**src/design/dmbm_pkg.sv**
```systemverilog
// Shared types and constants for the display mode best-match block.
// No dependencies; used by every module of the block.
package dmbm_pkg;

    // Mode table depth; mode_index is sized for it
    localparam int MAX_MODES = 16;

    // Command codes
    localparam logic [1:0] FUNC_CLEAR  = 2'd0;
    localparam logic [1:0] FUNC_APPEND = 2'd1;
    localparam logic [1:0] FUNC_QUERY  = 2'd2;

    // Result status codes
    localparam logic [1:0] STAT_EXACT   = 2'd0;
    localparam logic [1:0] STAT_SUBST   = 2'd1;
    localparam logic [1:0] STAT_EMPTY   = 2'd2;
    localparam logic [1:0] STAT_MISSING = 2'd3;

    // Configuration register indexes
    localparam logic CFG_ROTATIONS   = 1'b0;
    localparam logic CFG_REFLECTIONS = 1'b1;

    localparam int SCORE_W = 27;

    typedef struct packed {
        logic [12:0] width;
        logic [12:0] height;
        logic [6:0]  depth;
        logic [7:0]  refresh;
    } mode_entry_t;

    typedef struct packed {
        logic [1:0]  func;
        logic [12:0] req_width;
        logic [12:0] req_height;
        logic [6:0]  req_depth;
        logic [7:0]  req_refresh;
        logic [3:0]  rotation_request;
        logic [1:0]  reflection_request;
    } cmd_t;

    typedef struct packed {
        logic [1:0]  status;
        logic [3:0]  mode_index;
        logic [12:0] chosen_width;
        logic [12:0] chosen_height;
        logic [6:0]  chosen_depth;
        logic [7:0]  chosen_refresh;
        logic [3:0]  rotation_granted;
        logic [1:0]  reflection_granted;
    } rsp_t;

    // One registered result of the scan unit
    typedef struct packed {
        mode_entry_t entry;
        logic [25:0] sq_x;
        logic [25:0] sq_y;
        logic [6:0]  abs_d;
        logic [7:0]  abs_r;
        logic        size_hit;
        logic        full_hit;
    } scan_res_t;

endpackage

```
**src/design/dmbm_mode_ram.sv**
```systemverilog
// Mode table storage: one write port, one registered read port.
// Depends on dmbm_pkg for the entry type.
module dmbm_mode_ram #(
    parameter int DEPTH = 16,
    parameter int IDX_W = 4
) (
    input  logic                 clk,
    input  logic                 we,
    input  logic [IDX_W-1:0]     waddr,
    input  dmbm_pkg::mode_entry_t wdata,
    input  logic [IDX_W-1:0]     raddr,
    output dmbm_pkg::mode_entry_t rdata
);

    dmbm_pkg::mode_entry_t mem [DEPTH];
    dmbm_pkg::mode_entry_t rdata_reg;

    always_ff @(posedge clk)
    begin
        if (we)
        begin
            mem[waddr] <= wdata;
        end
        rdata_reg <= mem[raddr];
    end

    assign rdata = rdata_reg;

endmodule

```
**src/design/dmbm_scan.sv**
```systemverilog
// Shared scan unit: distances, squares and match flags for one table entry.
// Depends on dmbm_pkg; one registered stage.
module dmbm_scan #(
    parameter int IDX_W = 4
) (
    input  logic                  clk,
    input  logic                  rst_n,
    input  logic                  in_vld,
    input  logic [IDX_W-1:0]      in_idx,
    input  dmbm_pkg::mode_entry_t entry,
    input  dmbm_pkg::mode_entry_t target,
    input  dmbm_pkg::mode_entry_t best,
    output logic                  out_vld,
    output logic [IDX_W-1:0]      out_idx,
    output dmbm_pkg::scan_res_t   res
);

    logic [12:0]         dx;
    logic [12:0]         dy;
    dmbm_pkg::scan_res_t res_next;
    dmbm_pkg::scan_res_t res_reg;
    logic                vld_reg;
    logic [IDX_W-1:0]    idx_reg;

    always_comb
    begin
        dx = (target.width > entry.width) ? target.width - entry.width
                                          : entry.width - target.width;
        dy = (target.height > entry.height) ? target.height - entry.height
                                            : entry.height - target.height;
        res_next.entry    = entry;
        res_next.sq_x     = 26'(dx) * 26'(dx);
        res_next.sq_y     = 26'(dy) * 26'(dy);
        res_next.abs_d    = (target.depth > entry.depth) ? target.depth - entry.depth
                                                         : entry.depth - target.depth;
        res_next.abs_r    = (target.refresh > entry.refresh)
                            ? target.refresh - entry.refresh
                            : entry.refresh - target.refresh;
        res_next.size_hit = (entry.width == best.width) && (entry.height == best.height);
        res_next.full_hit = res_next.size_hit && (entry.depth == best.depth)
                            && (entry.refresh == best.refresh);
    end

    always_ff @(posedge clk or negedge rst_n)
    begin
        if (!rst_n)
        begin
            vld_reg <= 1'b0;
            idx_reg <= '0;
            res_reg <= '0;
        end
        else
        begin
            vld_reg <= in_vld;
            idx_reg <= in_idx;
            res_reg <= res_next;
        end
    end

    assign out_vld = vld_reg;
    assign out_idx = idx_reg;
    assign res     = res_reg;

endmodule

```
**src/design/display_mode_best_match.sv**
```systemverilog
// Display mode best-match: table of up to MAX_MODES modes with query search.
// Clear and append complete in the idle state. A query on N entries makes four
// passes (maximum, size, depth/refresh, index) through one scan unit; an empty
// table skips the passes. The result is registered as the block returns to idle,
// where the next command is taken. A finished query holds while a result waits.
// Reset empties the table and clears both masks; table entries undefined until written.
module display_mode_best_match (
    input  logic            clk,
    input  logic            rst_n,
    input  logic            cmd_valid,
    output logic            cmd_stall,
    input  dmbm_pkg::cmd_t  cmd,
    output logic            rsp_valid,
    input  logic            rsp_stall,
    output dmbm_pkg::rsp_t  rsp,
    input  logic            cfg_we,
    input  logic            cfg_index,
    input  logic [3:0]      cfg_wdata
);

    localparam int MAX_MODES = dmbm_pkg::MAX_MODES;
    localparam int CNT_W = $clog2(MAX_MODES + 1);
    localparam int IDX_W = (MAX_MODES > 1) ? $clog2(MAX_MODES) : 1;

    typedef enum logic [2:0] {
        ST_IDLE,
        ST_MAX,
        ST_SIZE,
        ST_DR,
        ST_IDX,
        ST_DONE
    } state_t;

    state_t                         state_reg, state_next;
    logic [CNT_W-1:0]               count_reg, count_next;
    logic [CNT_W-1:0]               iss_reg, iss_next;
    logic                           rd_vld_reg, rd_vld_next;
    logic [IDX_W-1:0]               rd_idx_reg, rd_idx_next;
    dmbm_pkg::mode_entry_t          req_reg, req_next;
    logic [3:0]                     rot_req_reg, rot_req_next;
    logic [1:0]                     refl_req_reg, refl_req_next;
    dmbm_pkg::mode_entry_t          max_reg, max_next;
    dmbm_pkg::mode_entry_t          best_reg, best_next;
    logic [dmbm_pkg::SCORE_W-1:0]   best_size_reg, best_size_next;
    logic [6:0]                     best_d_reg, best_d_next;
    logic [7:0]                     best_r_reg, best_r_next;
    logic                           size_seen_reg, size_seen_next;
    logic                           d_seen_reg, d_seen_next;
    logic                           r_seen_reg, r_seen_next;
    logic                           found_reg, found_next;
    logic [IDX_W-1:0]               found_idx_reg, found_idx_next;
    logic                           empty_reg, empty_next;
    logic [3:0]                     rot_sup_reg, rot_sup_next;
    logic [1:0]                     refl_sup_reg, refl_sup_next;
    logic                           rsp_valid_reg, rsp_valid_next;
    dmbm_pkg::rsp_t                 rsp_reg, rsp_next;

    logic                           cmd_accept;
    logic                           ram_we;
    dmbm_pkg::mode_entry_t          ram_wdata;
    dmbm_pkg::mode_entry_t          ram_rdata;
    logic                           issue;
    logic                           in_pass;
    logic                           pass_done;
    logic                           scan_vld;
    logic [IDX_W-1:0]               scan_idx;
    dmbm_pkg::scan_res_t            scan_res;
    logic [dmbm_pkg::SCORE_W-1:0]   score;
    logic [3:0]                     rot_hit;

    assign cmd_stall  = (state_reg != ST_IDLE);
    assign cmd_accept = cmd_valid && !cmd_stall;

    assign ram_we    = cmd_accept && (cmd.func == dmbm_pkg::FUNC_APPEND)
                       && (count_reg < CNT_W'(MAX_MODES));
    assign ram_wdata = '{width: cmd.req_width, height: cmd.req_height,
                         depth: cmd.req_depth, refresh: cmd.req_refresh};

    assign in_pass   = (state_reg == ST_MAX) || (state_reg == ST_SIZE)
                       || (state_reg == ST_DR) || (state_reg == ST_IDX);
    assign issue     = in_pass && (iss_reg != count_reg);
    assign pass_done = in_pass && (iss_reg == count_reg) && !rd_vld_reg && !scan_vld;

    dmbm_mode_ram #(
        .DEPTH (MAX_MODES),
        .IDX_W (IDX_W)
    ) u_ram (
        .clk   (clk),
        .we    (ram_we),
        .waddr (count_reg[IDX_W-1:0]),
        .wdata (ram_wdata),
        .raddr (iss_reg[IDX_W-1:0]),
        .rdata (ram_rdata)
    );

    dmbm_scan #(
        .IDX_W (IDX_W)
    ) u_scan (
        .clk     (clk),
        .rst_n   (rst_n),
        .in_vld  (rd_vld_reg),
        .in_idx  (rd_idx_reg),
        .entry   (ram_rdata),
        .target  (req_reg),
        .best    (best_reg),
        .out_vld (scan_vld),
        .out_idx (scan_idx),
        .res     (scan_res)
    );

    assign score   = {1'b0, scan_res.sq_x} + {1'b0, scan_res.sq_y};
    // lowest set bit of the granted rotation mask
    assign rot_hit = (rot_req_reg & rot_sup_reg) & (~(rot_req_reg & rot_sup_reg) + 4'd1);

    always_comb
    begin
        state_next     = state_reg;
        count_next     = count_reg;
        iss_next       = iss_reg;
        rd_vld_next    = issue;
        rd_idx_next    = iss_reg[IDX_W-1:0];
        req_next       = req_reg;
        rot_req_next   = rot_req_reg;
        refl_req_next  = refl_req_reg;
        max_next       = max_reg;
        best_next      = best_reg;
        best_size_next = best_size_reg;
        best_d_next    = best_d_reg;
        best_r_next    = best_r_reg;
        size_seen_next = size_seen_reg;
        d_seen_next    = d_seen_reg;
        r_seen_next    = r_seen_reg;
        found_next     = found_reg;
        found_idx_next = found_idx_reg;
        empty_next     = empty_reg;
        rot_sup_next   = rot_sup_reg;
        refl_sup_next  = refl_sup_reg;
        rsp_valid_next = rsp_valid_reg && rsp_stall;
        rsp_next       = rsp_reg;

        if (cfg_we)
        begin
            unique case (cfg_index)
                dmbm_pkg::CFG_ROTATIONS:   rot_sup_next  = cfg_wdata;
                dmbm_pkg::CFG_REFLECTIONS: refl_sup_next = cfg_wdata[1:0];
                default:                   rot_sup_next  = rot_sup_reg;
            endcase
        end

        if (issue)
        begin
            iss_next = iss_reg + CNT_W'(1);
        end

        unique case (state_reg)
            ST_IDLE:
            begin
                if (cmd_accept)
                begin
                    unique case (cmd.func)
                        dmbm_pkg::FUNC_CLEAR:
                        begin
                            count_next = '0;
                        end
                        dmbm_pkg::FUNC_APPEND:
                        begin
                            if (ram_we)
                            begin
                                count_next = count_reg + CNT_W'(1);
                            end
                        end
                        dmbm_pkg::FUNC_QUERY:
                        begin
                            req_next      = ram_wdata;
                            rot_req_next  = cmd.rotation_request;
                            refl_req_next = cmd.reflection_request;
                            max_next      = '0;
                            iss_next      = '0;
                            empty_next    = (count_reg == '0);
                            state_next    = (count_reg == '0) ? ST_DONE : ST_MAX;
                        end
                        default:
                        begin
                            count_next = count_reg;
                        end
                    endcase
                end
            end

            ST_MAX:
            begin
                if (scan_vld)
                begin
                    if (scan_res.entry.width > max_reg.width)
                        max_next.width = scan_res.entry.width;
                    if (scan_res.entry.height > max_reg.height)
                        max_next.height = scan_res.entry.height;
                    if (scan_res.entry.depth > max_reg.depth)
                        max_next.depth = scan_res.entry.depth;
                    if (scan_res.entry.refresh > max_reg.refresh)
                        max_next.refresh = scan_res.entry.refresh;
                end
                if (pass_done)
                begin
                    // zero request fields take the table maximum
                    if (req_reg.width == '0)   req_next.width   = max_reg.width;
                    if (req_reg.height == '0)  req_next.height  = max_reg.height;
                    if (req_reg.depth == '0)   req_next.depth   = max_reg.depth;
                    if (req_reg.refresh == '0) req_next.refresh = max_reg.refresh;
                    iss_next       = '0;
                    size_seen_next = 1'b0;
                    state_next     = ST_SIZE;
                end
            end

            ST_SIZE:
            begin
                if (scan_vld && (!size_seen_reg || (score < best_size_reg)))
                begin
                    size_seen_next   = 1'b1;
                    best_size_next   = score;
                    best_next.width  = scan_res.entry.width;
                    best_next.height = scan_res.entry.height;
                end
                if (pass_done)
                begin
                    iss_next    = '0;
                    d_seen_next = 1'b0;
                    r_seen_next = 1'b0;
                    state_next  = ST_DR;
                end
            end

            ST_DR:
            begin
                if (scan_vld && scan_res.size_hit)
                begin
                    if (!d_seen_reg || (scan_res.abs_d < best_d_reg))
                    begin
                        d_seen_next     = 1'b1;
                        best_d_next     = scan_res.abs_d;
                        best_next.depth = scan_res.entry.depth;
                    end
                    if (!r_seen_reg || (scan_res.abs_r < best_r_reg))
                    begin
                        r_seen_next       = 1'b1;
                        best_r_next       = scan_res.abs_r;
                        best_next.refresh = scan_res.entry.refresh;
                    end
                end
                if (pass_done)
                begin
                    iss_next       = '0;
                    found_next     = 1'b0;
                    found_idx_next = '0;
                    state_next     = ST_IDX;
                end
            end

            ST_IDX:
            begin
                if (scan_vld && scan_res.full_hit && !found_reg)
                begin
                    found_next     = 1'b1;
                    found_idx_next = scan_idx;
                end
                if (pass_done)
                begin
                    state_next = ST_DONE;
                end
            end

            ST_DONE:
            begin
                if (!rsp_valid_reg || !rsp_stall)
                begin
                    rsp_valid_next = 1'b1;
                    state_next     = ST_IDLE;
                    if (empty_reg)
                    begin
                        rsp_next        = '0;
                        rsp_next.status = dmbm_pkg::STAT_EMPTY;
                    end
                    else
                    begin
                        rsp_next.chosen_width       = best_reg.width;
                        rsp_next.chosen_height      = best_reg.height;
                        rsp_next.chosen_depth       = best_reg.depth;
                        rsp_next.chosen_refresh     = best_reg.refresh;
                        rsp_next.rotation_granted   = rot_hit;
                        rsp_next.reflection_granted = refl_req_reg & refl_sup_reg;
                        if (!found_reg)
                        begin
                            rsp_next.status     = dmbm_pkg::STAT_MISSING;
                            rsp_next.mode_index = '0;
                        end
                        else
                        begin
                            rsp_next.status     = (req_reg != best_reg) ? dmbm_pkg::STAT_SUBST
                                                                        : dmbm_pkg::STAT_EXACT;
                            rsp_next.mode_index = 4'(found_idx_reg);
                        end
                    end
                end
            end

            default:
            begin
                state_next = ST_IDLE;
            end
        endcase
    end

    always_ff @(posedge clk or negedge rst_n)
    begin
        if (!rst_n)
        begin
            state_reg     <= ST_IDLE;
            count_reg     <= '0;
            iss_reg       <= '0;
            rd_vld_reg    <= 1'b0;
            rd_idx_reg    <= '0;
            req_reg       <= '0;
            rot_req_reg   <= '0;
            refl_req_reg  <= '0;
            max_reg       <= '0;
            best_reg      <= '0;
            best_size_reg <= '0;
            best_d_reg    <= '0;
            best_r_reg    <= '0;
            size_seen_reg <= 1'b0;
            d_seen_reg    <= 1'b0;
            r_seen_reg    <= 1'b0;
            found_reg     <= 1'b0;
            found_idx_reg <= '0;
            empty_reg     <= 1'b0;
            rot_sup_reg   <= '0;
            refl_sup_reg  <= '0;
            rsp_valid_reg <= 1'b0;
            rsp_reg       <= '0;
        end
        else
        begin
            state_reg     <= state_next;
            count_reg     <= count_next;
            iss_reg       <= iss_next;
            rd_vld_reg    <= rd_vld_next;
            rd_idx_reg    <= rd_idx_next;
            req_reg       <= req_next;
            rot_req_reg   <= rot_req_next;
            refl_req_reg  <= refl_req_next;
            max_reg       <= max_next;
            best_reg      <= best_next;
            best_size_reg <= best_size_next;
            best_d_reg    <= best_d_next;
            best_r_reg    <= best_r_next;
            size_seen_reg <= size_seen_next;
            d_seen_reg    <= d_seen_next;
            r_seen_reg    <= r_seen_next;
            found_reg     <= found_next;
            found_idx_reg <= found_idx_next;
            empty_reg     <= empty_next;
            rot_sup_reg   <= rot_sup_next;
            refl_sup_reg  <= refl_sup_next;
            rsp_valid_reg <= rsp_valid_next;
            rsp_reg       <= rsp_next;
        end
    end

    assign rsp_valid = rsp_valid_reg;
    assign rsp       = rsp_reg;

endmodule

```
**config.mk**
```make
export PLATFORM = sky130hd
export DESIGN_NAME = display_mode_best_match
export DESIGN_NICKNAME = d
export VERILOG_FILES = /design/src/design/dmbm_pkg.sv /design/src/design/dmbm_mode_ram.sv /design/src/design/dmbm_scan.sv /design/src/design/display_mode_best_match.sv
export SDC_FILE = /design/constraint.sdc
export NUM_CORES = 2
export LEC_CHECK = 0
export CAP_MARGIN = 15
export CORE_UTILIZATION = 35
export DETAILED_ROUTE_END_ITERATION = 8
export DONT_BUFFER_PORTS = 1
export PLACE_DENSITY = 0.49
export REMOVE_ABC_BUFFERS = 1
export SLEW_MARGIN = 20
export SYNTH_ARGS = -nofsm -noshare
export SYNTH_HDL_FRONTEND = slang
export SYNTH_HIERARCHICAL = 1
export SYNTH_SLANG_ARGS = --single-unit
```
**constraint.sdc**
```tcl
create_clock -name clk -period 10.7 [get_ports clk]
set_input_delay 0.535 -clock clk [delete_from_list [all_inputs] [get_ports clk]]
set_output_delay 0.535 -clock clk [all_outputs]
set_load 0.01 [all_outputs]
```
==> flow_summary.yaml <==
hold_path:
  hold_start: "cmd[21]"
  hold_class: "in2reg"
cts:
  clkSinkCount: 1068
  cts_buffers: 113
  path_clk_slew_ns: 0.06
  root_buffer: "clkbuf_16"
  cts_max_path_buffers: 3
  cts_resized: 0
  htree_levels: 3
  clk_latency_ns: 0.73
  cts_tree: "done"
yosys:
  synthFlopType: "edfxtp_1"
  ys_seq_area_share_pct: 52.86
  avgSynthCellArea_um2: 12.88
  async_flop_share_pct: 34.74
  synth.distinct_cells: 101
  synth_area_um2: 56390
  ys_ff_latch: 1068
  yosysWarnings: 6
  syn_inst: 4378
  synth_edf_count: 656
route:
  vias: 33822
  firstDrtPassIters: 6
  finalWirelength_mm: 147.8
  via_per_inst: 5.050
  wl_per_cell_um: 22.06
  drc: 0
  ant_nets: 0
  drt_iter0_drc: 2591
critical_path:
  r2r-start: "u_ram/rdata[19]"
  crit_type: "reg2reg"
  required_ns: 11.31
  crit_path_top_delay_cell: "xnor2_1"
  setup.worst_path.end_class: "flop"
  cpMostUsedCell: "fa_1"
  crit_start: "u_ram/rdata[19]"
  cp.arrival_ns: 9.39
  max_stage_delay_ns: 0.70
  crit_path_start_kind: "flop"
  path_max_fanout: 22
timing:
  final_hold_viol_count: 0
  max_slew.worst_pin.slew_ns: 1.093
  fmax_mhz: 113.9
  relSlewSlack_pct: 27.11
  setup-violations-final: 0
  rsz0062_at_grt: "no"
  skew_ns: 0.04970
  layout_min_cycle_time_ns: 8.781
  tns_ns: 0
  min_period_over_period_pct: 82.07
  slew_violations: 0
die:
  die_area_um2: 162700
  io_pins: 114
  die_width_um: 403.4
  die_h_um: 403.4
  num_rows: 146
  fp.coreArea_um2: 159100
  start_util_pct: 35.44
finish:
  largest_reg_flops: 656
  fin_nets: 5031
  drive_above_1_share_pct: 12.56
  instances_no_fill: 6697
  syn_to_final_growth_pct: 12.05
global_routing:
  grt_antenna_before_repair: 15
  grt_first_pass_wirelength_mm: 222.5
  grt_max_degree: 372
  grt_util_all_layers_pct: 18.24
  grt_pass1_vias: 34732
  grt.overflow.total: 0
placement:
  io_buffers: 0
  routabilityCongestion: 0.8741
  dp_hpwl_mm: 97.89
  place_inst: 6424
status:
  status: "completed"
run:
  drv_cap: 0
[through the flow]
stage	worst slack (ns)	util [%]	hold slack, ns	instance area (um^2)
final	1.919	39.71	0.06498	63180
after detailed placement	1.970	37.02	0.2911	58910
after global placement	2.083	37.02	0.2864	58910
after floorplan	2.199	-	0.2394	55660
after global routing	1.205	39.70	0.05158	63170
after CTS	1.881	39.65	0.002621	63090
[synthesized netlist by cell type (7+ instances only)]
library cell  number  share of area (%)
a211oi_1          18               0.24
ha_1             322                7.1
fa_1             200                7.1
nand3_1           59               0.52
clkbuf_1          66               0.44
nand2_1          367                2.4
o21bai_1          10               0.13
o211ai_1          15               0.20
nor4_1            18               0.20
o21ai_0          178                1.6
and2_1            11               0.12
xnor2_1          116                1.8
mux2_2            85                1.7
o31ai_1           13               0.17
o21ai_1           11              0.098
dfrtp_1          371                 16
a31oi_1           12               0.13
a21o_1            59               0.79
inv_1            509                3.4
or2_2             14               0.16
o22ai_1           14               0.16
inv_2             11              0.073
buf_2             40               0.36
mux2i_1           57                1.0
a211o_1           11               0.17
buf_4             20               0.27
nor3_1            37               0.33
and3_1            11               0.12
xnor2_2            7               0.20
dfxtp_1           41                1.5
buf_1             16               0.11
nand4_1           37               0.41
a21oi_1          153                1.4
mux4_2           164                6.6
xor2_1            65                1.0
o21a_1            36               0.48
edfxtp_1         656                 35
a22oi_1           84                1.1
or3_1              7              0.078
nor2_1           221                1.5
nand2b_1          76               0.84
nor2b_1           35               0.39
[final cells by class]
| cell class | instances | area, um^2 |
|---|---|---|
| Antenna cell | 4 | 10.01 |
| Clock buffer | 166 | 3137 |
| Clock inverter | 46 | 489.2 |
| Fill cell | 15074 | 95930 |
| Inverter | 521 | 1958 |
| Multi-Input combinational cell | 2642 | 24100 |
| Sequential cell | 1068 | 29810 |
| Tap cell | 2146 | 2685 |
| Timing Repair Buffer | 104 | 988.4 |
[worst paths after layout]
| check | to | slack, ns | depth (start not counted) |
|---|---|---|---|
| max reg2reg | u_scan/res[41] | 1.92 | 28 |
| min | req_reg[15] | 0.06 | 2 |
| max | u_scan/res[41] | 1.92 | 28 |
| min reg2reg | u_scan/out_idx[0] | 0.34 | 0 |
| max in group asynchronous | best_size_reg[22] | 8.95 | 3 |
| min in group asynchronous | rot_req_reg[1] | 0.46 | 2 |
[layout by cell type (no fill, tap or decap), types with 14 or more instances in the layout]
master,count
a211oi_1,18
a21o_1,59
a21oi_1,153
a22oi_1,84
buf_4,46
clkbuf_1,42
clkbuf_16,113
clkinv_2,16
dfrtp_1,368
dfxtp_1,41
dlygate4sd3_1,54
edfxtp_1,656
fa_1,200
ha_1,322
inv_1,509
mux2_2,85
mux2i_1,57
mux4_2,164
nand2_1,366
nand2b_1,76
nand3_1,58
nand4_1,37
nor2_1,206
nor2_4,14
nor2b_1,33
nor3_1,33
nor4_1,17
o211ai_1,15
o21a_1,36
o21ai_0,178
o22ai_1,14
xnor2_1,116
xor2_1,65
[critical path: cells and delay by family, from the launching register on]
family                     cells  cell delay [ns]
AOI/OAI and AO/OA             11             2.74
and+or+nand+nor                4             1.13
xor gates and xnor gates       2             0.84
buffers and inverters          4             0.22
adders and majority gates      7             3.32
DFF                            1             0.40
[repair_timing]
item / 4_1_cts / 5_1_grt
hold buffers: 54 / 1
hold endpoints to repair: 1077 / 112
buffers inserted: 0 / 0
[kinds of logic (layout without fill, tap and decap cells)]
kind of cell	after synthesis	in the layout	synth area share [%]
AOI/OAI and AO/OA	683	683	7.869
xor gates and xnor gates	192	192	3.209
adders and majority gates	522	522	14.25
buffers and inverters	669	837	4.764
DFF	1068	1068	52.86
muxes	308	308	9.311
other	1	6	0.006651
and+or+nand+nor	935	935	7.738
[metal layers]
metal	global-route usage [%]	part of all wire (%)	up-vias
li1	-	-	15646
met1	25.54	46	17348
met2	29.52	47	629
met3	2.465	4.1	183
met4	5.216	2.5	16
met5	0	0.070	-
Power is not shown: default switching activity piles up to over one toggle a cycle in this logic, so the estimate is an artifact.
